--- src/grid_local_minimum_risk_sum_macros.svh ---
`ifndef GRID_LOCAL_MINIMUM_RISK_SUM_MACROS_SVH
`define GRID_LOCAL_MINIMUM_RISK_SUM_MACROS_SVH

// same-cycle implication, off during reset
`define GLMRS_ASSERT_IMPLY(label, clk, rst, lhs, rhs, msg) \
  label: assert property (@(posedge clk) disable iff (rst) (lhs) |-> (rhs)) \
    else $error(msg);

// next-cycle implication, off during reset
`define GLMRS_ASSERT_NEXT(label, clk, rst, lhs, rhs, msg) \
  label: assert property (@(posedge clk) disable iff (rst) (lhs) |=> (rhs)) \
    else $error(msg);

`endif

--- src/glmrs_pkg.sv ---
package glmrs_pkg;

  localparam int MAX_COLUMNS = 128;
  localparam int MAX_ROWS    = 128;

  localparam int HEIGHT_W    = 4;
  localparam int RISK_W      = 18;
  localparam int SIZE_W      = 8;
  localparam int CFG_INDEX_W = 2;
  localparam int SIZE_RESET  = 128;

  localparam int COL_W     = (MAX_COLUMNS > 1) ? $clog2(MAX_COLUMNS) : 1;
  localparam int ROW_W     = (MAX_ROWS > 1) ? $clog2(MAX_ROWS) : 1;
  localparam int COL_CNT_W = $clog2(MAX_COLUMNS + 1);
  localparam int ROW_CNT_W = $clog2(MAX_ROWS + 1);

  localparam logic [CFG_INDEX_W-1:0] REG_FRAME_WIDTH  = CFG_INDEX_W'(0);
  localparam logic [CFG_INDEX_W-1:0] REG_FRAME_HEIGHT = CFG_INDEX_W'(1);

  typedef logic [HEIGHT_W-1:0] height_t;

  typedef struct packed {
    logic             shift;
    logic [COL_W-1:0] entry;
  } line_ctrl_t;

endpackage

--- src/glmrs_in_if.sv ---
interface glmrs_in_if;
  logic                      valid;
  logic                      ready;
  logic [glmrs_pkg::HEIGHT_W-1:0] height_value;

  modport source (output valid, output height_value, input ready);
  modport sink (input valid, input height_value, output ready);
endinterface

--- src/glmrs_out_if.sv ---
interface glmrs_out_if;
  logic                    valid;
  logic                    ready;
  logic [glmrs_pkg::RISK_W-1:0] risk_total;

  modport source (output valid, output risk_total, input ready);
  modport sink (input valid, input risk_total, output ready);
endinterface

--- src/glmrs_cell.sv ---
module glmrs_cell (
  input  logic               clk,
  input  logic               shift,
  input  logic               load_new,
  input  glmrs_pkg::height_t new_value,
  input  glmrs_pkg::height_t prev_value,
  output glmrs_pkg::height_t value
);

  always_ff @(posedge clk) begin
    if (shift) begin
      value <= load_new ? new_value : prev_value;
    end
  end

endmodule

--- src/glmrs_line.sv ---
module glmrs_line (
  input  logic                  clk,
  input  glmrs_pkg::line_ctrl_t ctrl,
  input  glmrs_pkg::height_t    feed,
  output glmrs_pkg::height_t    tail,
  output glmrs_pkg::height_t    near_tail
);

  glmrs_pkg::height_t value [glmrs_pkg::MAX_COLUMNS];

  for (genvar i = 0; i < glmrs_pkg::MAX_COLUMNS; i++) begin : g_cell
    glmrs_pkg::height_t prev;
    if (i == 0) begin : g_head
      assign prev = feed;
    end else begin : g_body
      assign prev = value[i-1];
    end
    glmrs_cell u_cell (
      .clk        (clk),
      .shift      (ctrl.shift),
      .load_new   (ctrl.entry == glmrs_pkg::COL_W'(i)),
      .new_value  (feed),
      .prev_value (prev),
      .value      (value[i])
    );
  end

  assign tail = value[glmrs_pkg::MAX_COLUMNS-1];

  if (glmrs_pkg::MAX_COLUMNS > 1) begin : g_near
    assign near_tail = value[glmrs_pkg::MAX_COLUMNS-2];
  end else begin : g_no_near
    assign near_tail = '0;
  end

endmodule

--- src/grid_local_minimum_risk_sum.sv ---
// Four-neighbour local minimum risk sum over a raster frame.
// pixel_in: one height per beat, raster order; frame size comes from the
// frame_width (index 0) and frame_height (index 1) registers. A write to
// either register restarts the frame; sizes of 0 act as 1, oversize values
// act as the maximum.
// total_out: one beat per frame carrying the risk total, registered and
// valid the cycle after the frame's last pixel is accepted.
// Throughput: one pixel per cycle. Every cell is decided while pixels
// stream, from two chains of cells that delay the stream by one and two
// rows, so no pass over the last row is needed after the frame ends.
// While a total waits, pixels keep flowing; only the next frame's last
// pixel is held off until the pending total is taken.
// Reset: positions and total cleared, both sizes set to 128; the delay
// chains need no clearing since a frame only reads what it has written.
module grid_local_minimum_risk_sum (
  input  logic                                 clk,
  input  logic                                 rst,
  input  logic                                 cfg_write,
  input  logic [glmrs_pkg::CFG_INDEX_W-1:0]    cfg_index,
  input  logic [glmrs_pkg::SIZE_W-1:0]         cfg_data,
  glmrs_in_if.sink                             pixel_in,
  glmrs_out_if.source                          total_out
);

  localparam int CONTRIB_W = glmrs_pkg::HEIGHT_W + 1;
  localparam int SUM_W     = glmrs_pkg::HEIGHT_W + 3;

  function automatic logic [glmrs_pkg::COL_CNT_W-1:0] clamp_cols(
    input logic [glmrs_pkg::SIZE_W-1:0] v);
    if (v == '0) return glmrs_pkg::COL_CNT_W'(1);
    else if (int'(v) > glmrs_pkg::MAX_COLUMNS) return glmrs_pkg::COL_CNT_W'(glmrs_pkg::MAX_COLUMNS);
    else return glmrs_pkg::COL_CNT_W'(v);
  endfunction

  function automatic logic [glmrs_pkg::ROW_CNT_W-1:0] clamp_rows(
    input logic [glmrs_pkg::SIZE_W-1:0] v);
    if (v == '0) return glmrs_pkg::ROW_CNT_W'(1);
    else if (int'(v) > glmrs_pkg::MAX_ROWS) return glmrs_pkg::ROW_CNT_W'(glmrs_pkg::MAX_ROWS);
    else return glmrs_pkg::ROW_CNT_W'(v);
  endfunction

  function automatic logic [CONTRIB_W-1:0] cell_risk(
    input glmrs_pkg::height_t center,
    input logic up_ok, input glmrs_pkg::height_t up,
    input logic down_ok, input glmrs_pkg::height_t down,
    input logic left_ok, input glmrs_pkg::height_t left,
    input logic right_ok, input glmrs_pkg::height_t right);
    logic lowest;
    lowest = (!up_ok || up > center) && (!down_ok || down > center) &&
             (!left_ok || left > center) && (!right_ok || right > center);
    return lowest ? CONTRIB_W'(center) + CONTRIB_W'(1) : '0;
  endfunction

  logic [glmrs_pkg::COL_CNT_W-1:0] width_cfg;
  logic [glmrs_pkg::ROW_CNT_W-1:0] height_cfg;
  logic [glmrs_pkg::COL_W-1:0]     col;
  logic [glmrs_pkg::ROW_W-1:0]     row;
  logic [glmrs_pkg::RISK_W-1:0]    acc;
  glmrs_pkg::height_t              p1;
  glmrs_pkg::height_t              p2;
  glmrs_pkg::height_t              left_above;
  logic                            out_valid;
  logic [glmrs_pkg::RISK_W-1:0]    out_data;

  glmrs_pkg::line_ctrl_t ctrl;
  glmrs_pkg::height_t    h;
  glmrs_pkg::height_t    a_tail;
  glmrs_pkg::height_t    a_near;
  glmrs_pkg::height_t    b_tail;

  logic                         beat;
  logic                         last_col;
  logic                         last_row;
  logic                         is_last;
  logic                         cfg_hit;
  logic                         frame_done;
  logic [CONTRIB_W-1:0]         risk_upper;
  logic [CONTRIB_W-1:0]         risk_left;
  logic [CONTRIB_W-1:0]         risk_here;
  logic [SUM_W-1:0]             risk_sum;
  logic [glmrs_pkg::RISK_W-1:0] total;

  assign h        = pixel_in.height_value;
  assign beat     = pixel_in.valid && pixel_in.ready;
  assign last_col = glmrs_pkg::COL_CNT_W'(col) + glmrs_pkg::COL_CNT_W'(1) == width_cfg;
  assign last_row = glmrs_pkg::ROW_CNT_W'(row) + glmrs_pkg::ROW_CNT_W'(1) == height_cfg;
  assign is_last  = last_col && last_row;

  assign cfg_hit    = cfg_write && (cfg_index == glmrs_pkg::REG_FRAME_WIDTH ||
                                    cfg_index == glmrs_pkg::REG_FRAME_HEIGHT);
  assign frame_done = beat && is_last && !cfg_hit;

  assign pixel_in.ready = !(out_valid && !total_out.ready && is_last);

  assign ctrl.shift = beat;
  assign ctrl.entry = glmrs_pkg::COL_W'(glmrs_pkg::COL_CNT_W'(glmrs_pkg::MAX_COLUMNS) - width_cfg);

  // a: one row behind the stream, b: two rows behind
  glmrs_line u_line_a (
    .clk       (clk),
    .ctrl      (ctrl),
    .feed      (h),
    .tail      (a_tail),
    .near_tail (a_near)
  );

  glmrs_line u_line_b (
    .clk       (clk),
    .ctrl      (ctrl),
    .feed      (a_tail),
    .tail      (b_tail),
    .near_tail ()
  );

  always_comb begin
    risk_upper = '0;
    risk_left  = '0;
    risk_here  = '0;
    if (int'(row) >= 1) begin
      risk_upper = cell_risk(a_tail, int'(row) >= 2, b_tail, 1'b1, h,
                             col != '0, left_above, !last_col, a_near);
    end
    if (last_row && col != '0) begin
      risk_left = cell_risk(p1, int'(height_cfg) >= 2, left_above, 1'b0, h,
                            int'(col) >= 2, p2, 1'b1, h);
    end
    if (is_last) begin
      risk_here = cell_risk(h, int'(height_cfg) >= 2, a_tail, 1'b0, h,
                            col != '0, p1, 1'b0, h);
    end
    risk_sum = SUM_W'(risk_upper) + SUM_W'(risk_left) + SUM_W'(risk_here);
    total    = acc + glmrs_pkg::RISK_W'(risk_sum);
  end

  always_ff @(posedge clk) begin
    if (rst) begin
      width_cfg  <= clamp_cols(glmrs_pkg::SIZE_W'(glmrs_pkg::SIZE_RESET));
      height_cfg <= clamp_rows(glmrs_pkg::SIZE_W'(glmrs_pkg::SIZE_RESET));
      col        <= '0;
      row        <= '0;
      acc        <= '0;
      out_valid  <= 1'b0;
    end else begin
      if (frame_done) begin
        out_valid <= 1'b1;
      end else if (total_out.valid && total_out.ready) begin
        out_valid <= 1'b0;
      end
      if (cfg_hit) begin
        if (cfg_index == glmrs_pkg::REG_FRAME_WIDTH) begin
          width_cfg <= clamp_cols(cfg_data);
        end else begin
          height_cfg <= clamp_rows(cfg_data);
        end
        col <= '0;
        row <= '0;
        acc <= '0;
      end else if (beat) begin
        if (is_last) begin
          acc       <= '0;
          col       <= '0;
          row       <= '0;
        end else if (last_col) begin
          acc <= total;
          col <= '0;
          row <= row + glmrs_pkg::ROW_W'(1);
        end else begin
          acc <= total;
          col <= col + glmrs_pkg::COL_W'(1);
        end
      end
    end
  end

  always_ff @(posedge clk) begin
    if (beat) begin
      p1         <= h;
      p2         <= p1;
      left_above <= a_tail;
    end
    if (frame_done) begin
      out_data <= total;
    end
  end

  assign total_out.valid      = out_valid;
  assign total_out.risk_total = out_data;

  `include "grid_local_minimum_risk_sum_macros.svh"

  `GLMRS_ASSERT_IMPLY(a_col_in_frame, clk, rst, 1'b1,
    glmrs_pkg::COL_CNT_W'(col) < width_cfg, "column beyond frame width")
  `GLMRS_ASSERT_IMPLY(a_row_in_frame, clk, rst, 1'b1,
    glmrs_pkg::ROW_CNT_W'(row) < height_cfg, "row beyond frame height")
  `GLMRS_ASSERT_IMPLY(a_total_from_last, clk, rst, $rose(out_valid),
    $past(beat && is_last), "total raised without a last pixel")
  `GLMRS_ASSERT_NEXT(a_clear_after_last, clk, rst, beat && is_last && !cfg_write,
    acc == '0 && col == '0 && row == '0, "frame state not cleared")

endmodule
--- src/flat_wrapper.sv ---
// flat-port wrapper written by rule: the top's interface ports become plain ports
module grid_local_minimum_risk_sum_flat 
  (clk, rst, cfg_write, cfg_index, cfg_data, pixel_in_valid, pixel_in_height_value, pixel_in_ready, total_out_valid, total_out_risk_total, total_out_ready);
  glmrs_in_if pixel_in_i ();
  glmrs_out_if total_out_i ();
  input  logic clk;
  input  logic rst;
  input  logic cfg_write;
  input  logic [glmrs_pkg::CFG_INDEX_W-1:0] cfg_index;
  input  logic [glmrs_pkg::SIZE_W-1:0] cfg_data;
  input wire logic [$bits(pixel_in_i.valid)-1:0] pixel_in_valid;
  input wire logic [$bits(pixel_in_i.height_value)-1:0] pixel_in_height_value;
  output wire logic [$bits(pixel_in_i.ready)-1:0] pixel_in_ready;
  output wire logic [$bits(total_out_i.valid)-1:0] total_out_valid;
  output wire logic [$bits(total_out_i.risk_total)-1:0] total_out_risk_total;
  input wire logic [$bits(total_out_i.ready)-1:0] total_out_ready;
  assign pixel_in_i.valid = pixel_in_valid;
  assign pixel_in_i.height_value = pixel_in_height_value;
  assign pixel_in_ready = pixel_in_i.ready;
  assign total_out_valid = total_out_i.valid;
  assign total_out_risk_total = total_out_i.risk_total;
  assign total_out_i.ready = total_out_ready;
  grid_local_minimum_risk_sum u_core (.clk(clk), .rst(rst), .cfg_write(cfg_write), .cfg_index(cfg_index), .cfg_data(cfg_data), .pixel_in(pixel_in_i), .total_out(total_out_i));
endmodule
--- config.mk ---
export PLATFORM = sky130hd
export DESIGN_NAME = grid_local_minimum_risk_sum_flat
export DESIGN_NICKNAME = d
export VERILOG_FILES = /design/src/glmrs_pkg.sv /design/src/glmrs_in_if.sv /design/src/glmrs_out_if.sv /design/src/glmrs_cell.sv /design/src/glmrs_line.sv /design/src/grid_local_minimum_risk_sum.sv /design/src/flat_wrapper.sv
export VERILOG_INCLUDE_DIRS = /design/src /design/src/src
export SDC_FILE = /design/constraint.sdc
export NUM_CORES = 2
export LEC_CHECK = 0
export BUFFER_PORTS_ARGS = -buffer_cell sky130_fd_sc_hd__buf_2
export CAP_MARGIN = 20
export CORE_MARGIN = 2
export CORE_UTILIZATION = 55
export DETAILED_ROUTE_END_ITERATION = 8
export GPL_TIMING_DRIVEN = 1
export PLACE_DENSITY = 0.73
export SETUP_SLACK_MARGIN = 0.3
export SYNTH_ARGS = -nofsm -noshare
export SYNTH_HDL_FRONTEND = slang
export SYNTH_HIERARCHICAL = 1
export SYNTH_SLANG_ARGS = --single-unit
--- constraint.sdc ---
create_clock -name clk -period 20.7 [get_ports clk]
set_clock_uncertainty 0.2 [all_clocks]
set_input_delay 2.07 -clock clk [delete_from_list [all_inputs] [get_ports clk]]
set_output_delay 2.07 -clock clk [all_outputs]
set_load 0.01 [all_outputs]
==> flow_metrics.py <==
metrics = {
    "run_status": {
        "status": "finished, final reports clean",
    },
    "route": {
        "finalWirelength_um": 98200,
        "num_vias": 25700,
        "ant_nets": 0,
        "drc": 0,
        "drtPass1Iterations": 6,
        "viasPerCell": 5.92,
        "drt_iter0_drc": 2262,
        "wl_per_cell_um": 22.6,
    },
    "floorplanning": {
        "ioPinCount": 39,
        "start_util_pct": 55.6,
        "dieWidth_um": 303,
        "die_area_sq_um": 92000,
        "num_rows": 109,
        "core_area_sq_um": 88600,
        "die_h_um": 303,
    },
    "grt": {
        "antenna_found_initial": 1,
        "overflow": 0,
        "grt_pass1_vias": 26700,
        "grt_pass1_wl_um": 153000,
        "grt_start_max_net_pins": 209,
        "grt_use_total_pct": 21.3,
    },
    "placement": {
        "hpwl_um": 54600,
        "place_area_sq_um": 50800,
        "gp_congestion": 0.801,
        "port_buffers": 38,
    },
    "timing": {
        "fin_tns_setup_ns": 0,
        "slew_headroom_pct": 23.3,
        "max_freq_mhz": 146,
        "min_period_ns": 6.83,
        "drv_slew": 0,
        "fin_crit_sh_pct": 33.0,
        "rsz0062_at_grt": "no",
        "setup_viol": 0,
        "tightest_slew_ns": 1.14,
        "hold_viol_final": 0,
    },
    "power": {
        "peakVddDrop_v": 0.0000899,
        "power.leakage_nw": 18.2,
        "clkPwrFrac_pct": 40.0,
        "internal-power_mw": 3.80,
        "power_density_nw_per_um2": 88.9,
        "p_comb_share_pct": 5.9,
        "switchingPower_mw": 1.04,
        "sw_frac_of_total_pct": 21.5,
        "power.share.sequential_pct": 54.1,
    },
    "run": {
        "cap_violations": 0,
    },
    "critical_path": {
        "criticalPathCategory": "primary input to register",
        "slowest_delay_ns": 0.54,
        "crit_start": "pixel_in_height_value[1]",
        "endpoint_kind": "register",
        "critical_path_required_ns": 21.08,
        "crit_path_top_delay_cell": "fa_1",
        "startpoint_type": "primary input",
        "r2r-start": "u_core/col[0]",
        "cp.arrival_ns": 7.21,
        "path_cells": "buf_4 > inv_1 > ha_1 > nor2b_1 > o21ai_0 > nand2b_1 > a21oi_1 > and4_1 > nand2_1 > fa_1 > fa_1 > inv_1 > ha_1 > inv_1 > fa_1 > nor2b_1 > o31a_1 > o21ai_0 > a21o_1 > nor3_1 > xor2_1 > a22o_1",
        "critical_path.max_fanout": 59,
    },
    "clock_tree": {
        "cts_hold_buf": 0,
        "cts_root_buf": "clkbuf_16",
        "cts_tree": "built",
        "cts.sinks": 1103,
        "h-tree-depth": 3,
        "clockBufferDepth": 3,
        "clkTransAtPathRegs_ns": 0.06,
        "numCtsBuffers": 110,
        "cts.repair.resized": 0,
        "clk_latency_ns": 0.70,
        "postCtsSetupBuffers": 0,
    },
    "synthesis": {
        "synth-seq-cells": 1103,
        "avgSynthCellArea_sq_um": 16.6,
        "async_flop_share_pct": 0,
        "synth_area_sq_um": 49300,
        "synth_cells": 2974,
        "synth_edf_count": 1054,
        "synth_warnings": 6,
        "synthesis.nets": 3049,
        "synth_ff_type": "edfxtp_1",
        "yosysSeqAreaShare_pct": 66.2,
        "ys_types": 63,
    },
    "layout": {
        "syn2layout_area_growth_pct": 10.6,
        "layout-drive-gt1-share_pct": 41.4,
        "design_area_sq_um": 54500,
        "fillCellCount": 6337,
        "nets": 3161,
        "antenna_cells": 0,
    },
    "worst_hold_path": {
        "worstHoldStart": "u_core/height_cfg[0]",
        "hold_path_class": "register to register",
    },
}
==> synthesized netlist by cell type, types with 3 or more instances <==
library cell  instances  area share, %
and4_1                4          0.071
nand4bb_1            14           0.32
o21ai_0              16           0.16
and3_1                5          0.063
or3_1                 4          0.051
buf_6                 9           0.21
nor4_1                8           0.10
nor3_1               10           0.10
o21a_1               12           0.18
dfxtp_1              49            2.0
a21oi_1              25           0.25
a211o_1               3          0.053
and2_1                6          0.076
a221o_1               5           0.10
mux2_2             1026             23
nor2b_1              21           0.27
nor2_2               32           0.41
o211ai_1              4          0.061
nand4b_1              8           0.14
nand2b_1              6          0.076
nand3b_1             12           0.18
o22ai_1               8           0.10
a22o_1               10           0.18
or4b_1                6           0.12
inv_1                45           0.34
xor2_1               19           0.34
buf_2                38           0.39
xnor2_1              24           0.43
a21o_1                3          0.046
nor4b_1               3          0.053
fa_1                 10           0.41
or3b_1                6           0.11
nand2_1              67           0.51
ha_1                 46            1.2
clkbuf_1             33           0.25
nor2_1              248            1.9
nand3_1              28           0.28
o32ai_1               3          0.053
edfxtp_1           1054             64
nand4_1              11           0.14
or2_2                 3          0.038
o31a_1                4          0.071
==> path summary, 6_finish.rpt <==
path | to | slack [ns] | depth (start not counted)
max | u_core/acc[17] | 13.87 | 22
min reg2reg | u_core/height_cfg[0] | 0.27 | 2
max reg2reg | u_core/acc[17] | 14.43 | 22
min | u_core/height_cfg[0] | 0.27 | 2
==> layer usage <==
metal,routed length [um],vias to the layer above,track usage [%]
met3,4320,169,3.39
met2,48500,578,35.6
met5,0,-,0
li1,-,11700,-
met1,42800,13300,28.7
met4,2590,0,6.93
==> area by class of cell <==
type | instances | area (sq um) | share of cell area, %
sequential | 1103 | 32600 | 59.9
multi-input combinational | 1743 | 16100 | 29.5
clock buffer | 143 | 2970 | 5.45
tap | 1165 | 1460 | 2.67
timing repair buffer | 81 | 656 | 1.20
clock inverter | 60 | 533 | 0.978
inverter | 47 | 193 | 0.353
==> stage by stage <==
stage          utilization [%]  hold slack [ns]  setup slack (ns)  instances  power (mW)
3_3_place_gp              57.3            0.266             13.23       4132        2.94
3_5_place_dp              57.3            0.270             13.20       4132        2.95
6_report                  61.5            0.274             13.87       4342        4.85
5_1_grt                   61.5            0.294             13.50       4342        5.01
2_1_floorplan                -            0.249             10.61       2974        2.88
4_1_cts                   61.3            0.280             13.92       4335        4.89
==> worst max-delay path: cells and delay by family <==
kind | cells | cell delay (ns)
buffers and inverters | 4 | 0.83
xor gates and xnor gates | 1 | 0.12
adders and majority gates | 5 | 1.95
AOI/OAI and AO/OA | 6 | 1.12
and+or+nand+nor | 6 | 1.06
==> cells in the final DEF, fill, tap and decap left out, types with 12 or more instances in the layout <==
cell | Yosys | layout
buf_2 | 38 | 34
edfxtp_1 | 1054 | 1054
nand3b_1 | 12 | 12
clkinv_1 | 1 | 20
buf_4 | 0 | 40
clkbuf_1 | 33 | 26
nand4bb_1 | 14 | 14
nor2b_1 | 21 | 21
inv_1 | 45 | 45
clkbuf_16 | 0 | 112
o21a_1 | 12 | 12
o21ai_0 | 16 | 16
clkinv_2 | 0 | 22
xnor2_1 | 24 | 22
nor2_1 | 248 | 248
mux2_2 | 1026 | 1026
nand3_1 | 28 | 28
a21oi_1 | 25 | 25
ha_1 | 46 | 46
xor2_1 | 19 | 19
nor2_2 | 32 | 32
nand2_1 | 67 | 67
dfxtp_1 | 49 | 49
==> logic make-up after synthesis <==
kind of cell,synth area share (%)
AND/OR/NAND/NOR,5.26
adder cells (fa/ha/maj),1.57
multiplexers,23.4
XOR/XNOR,0.764
flip-flops,66.2
AO/OA/AOI/OAI,1.53
buffers and inverters,1.21
==> state kept, by name, indices dropped and copies added, names as in the netlist <==
register	cells
u_core/col	7
u_core/u_line_a/g_cell.u_cell/value	512
u_core/width_cfg	8
u_core/height_cfg	8
u_core/total_out.valid	1
u_core/total_out.risk_total	18
u_core/p2	4
u_core/p1	4
u_core/acc	18
u_core/left_above	4
u_core/row	7
u_core/u_line_b/g_cell.u_cell/value	512
==> power by group through the flow <==
stage	Combinational, mW	Clock (mW)	Sequential (mW)
2_1_floorplan	0.190	0	2.69
3_3_place_gp	0.270	0	2.67
3_5_place_dp	0.278	0	2.67
4_1_cts	0.281	1.98	2.63
5_1_grt	0.307	2.07	2.63
6_report	0.284	1.94	2.62
No activity file was read; power rests on OpenSTA's default activity.
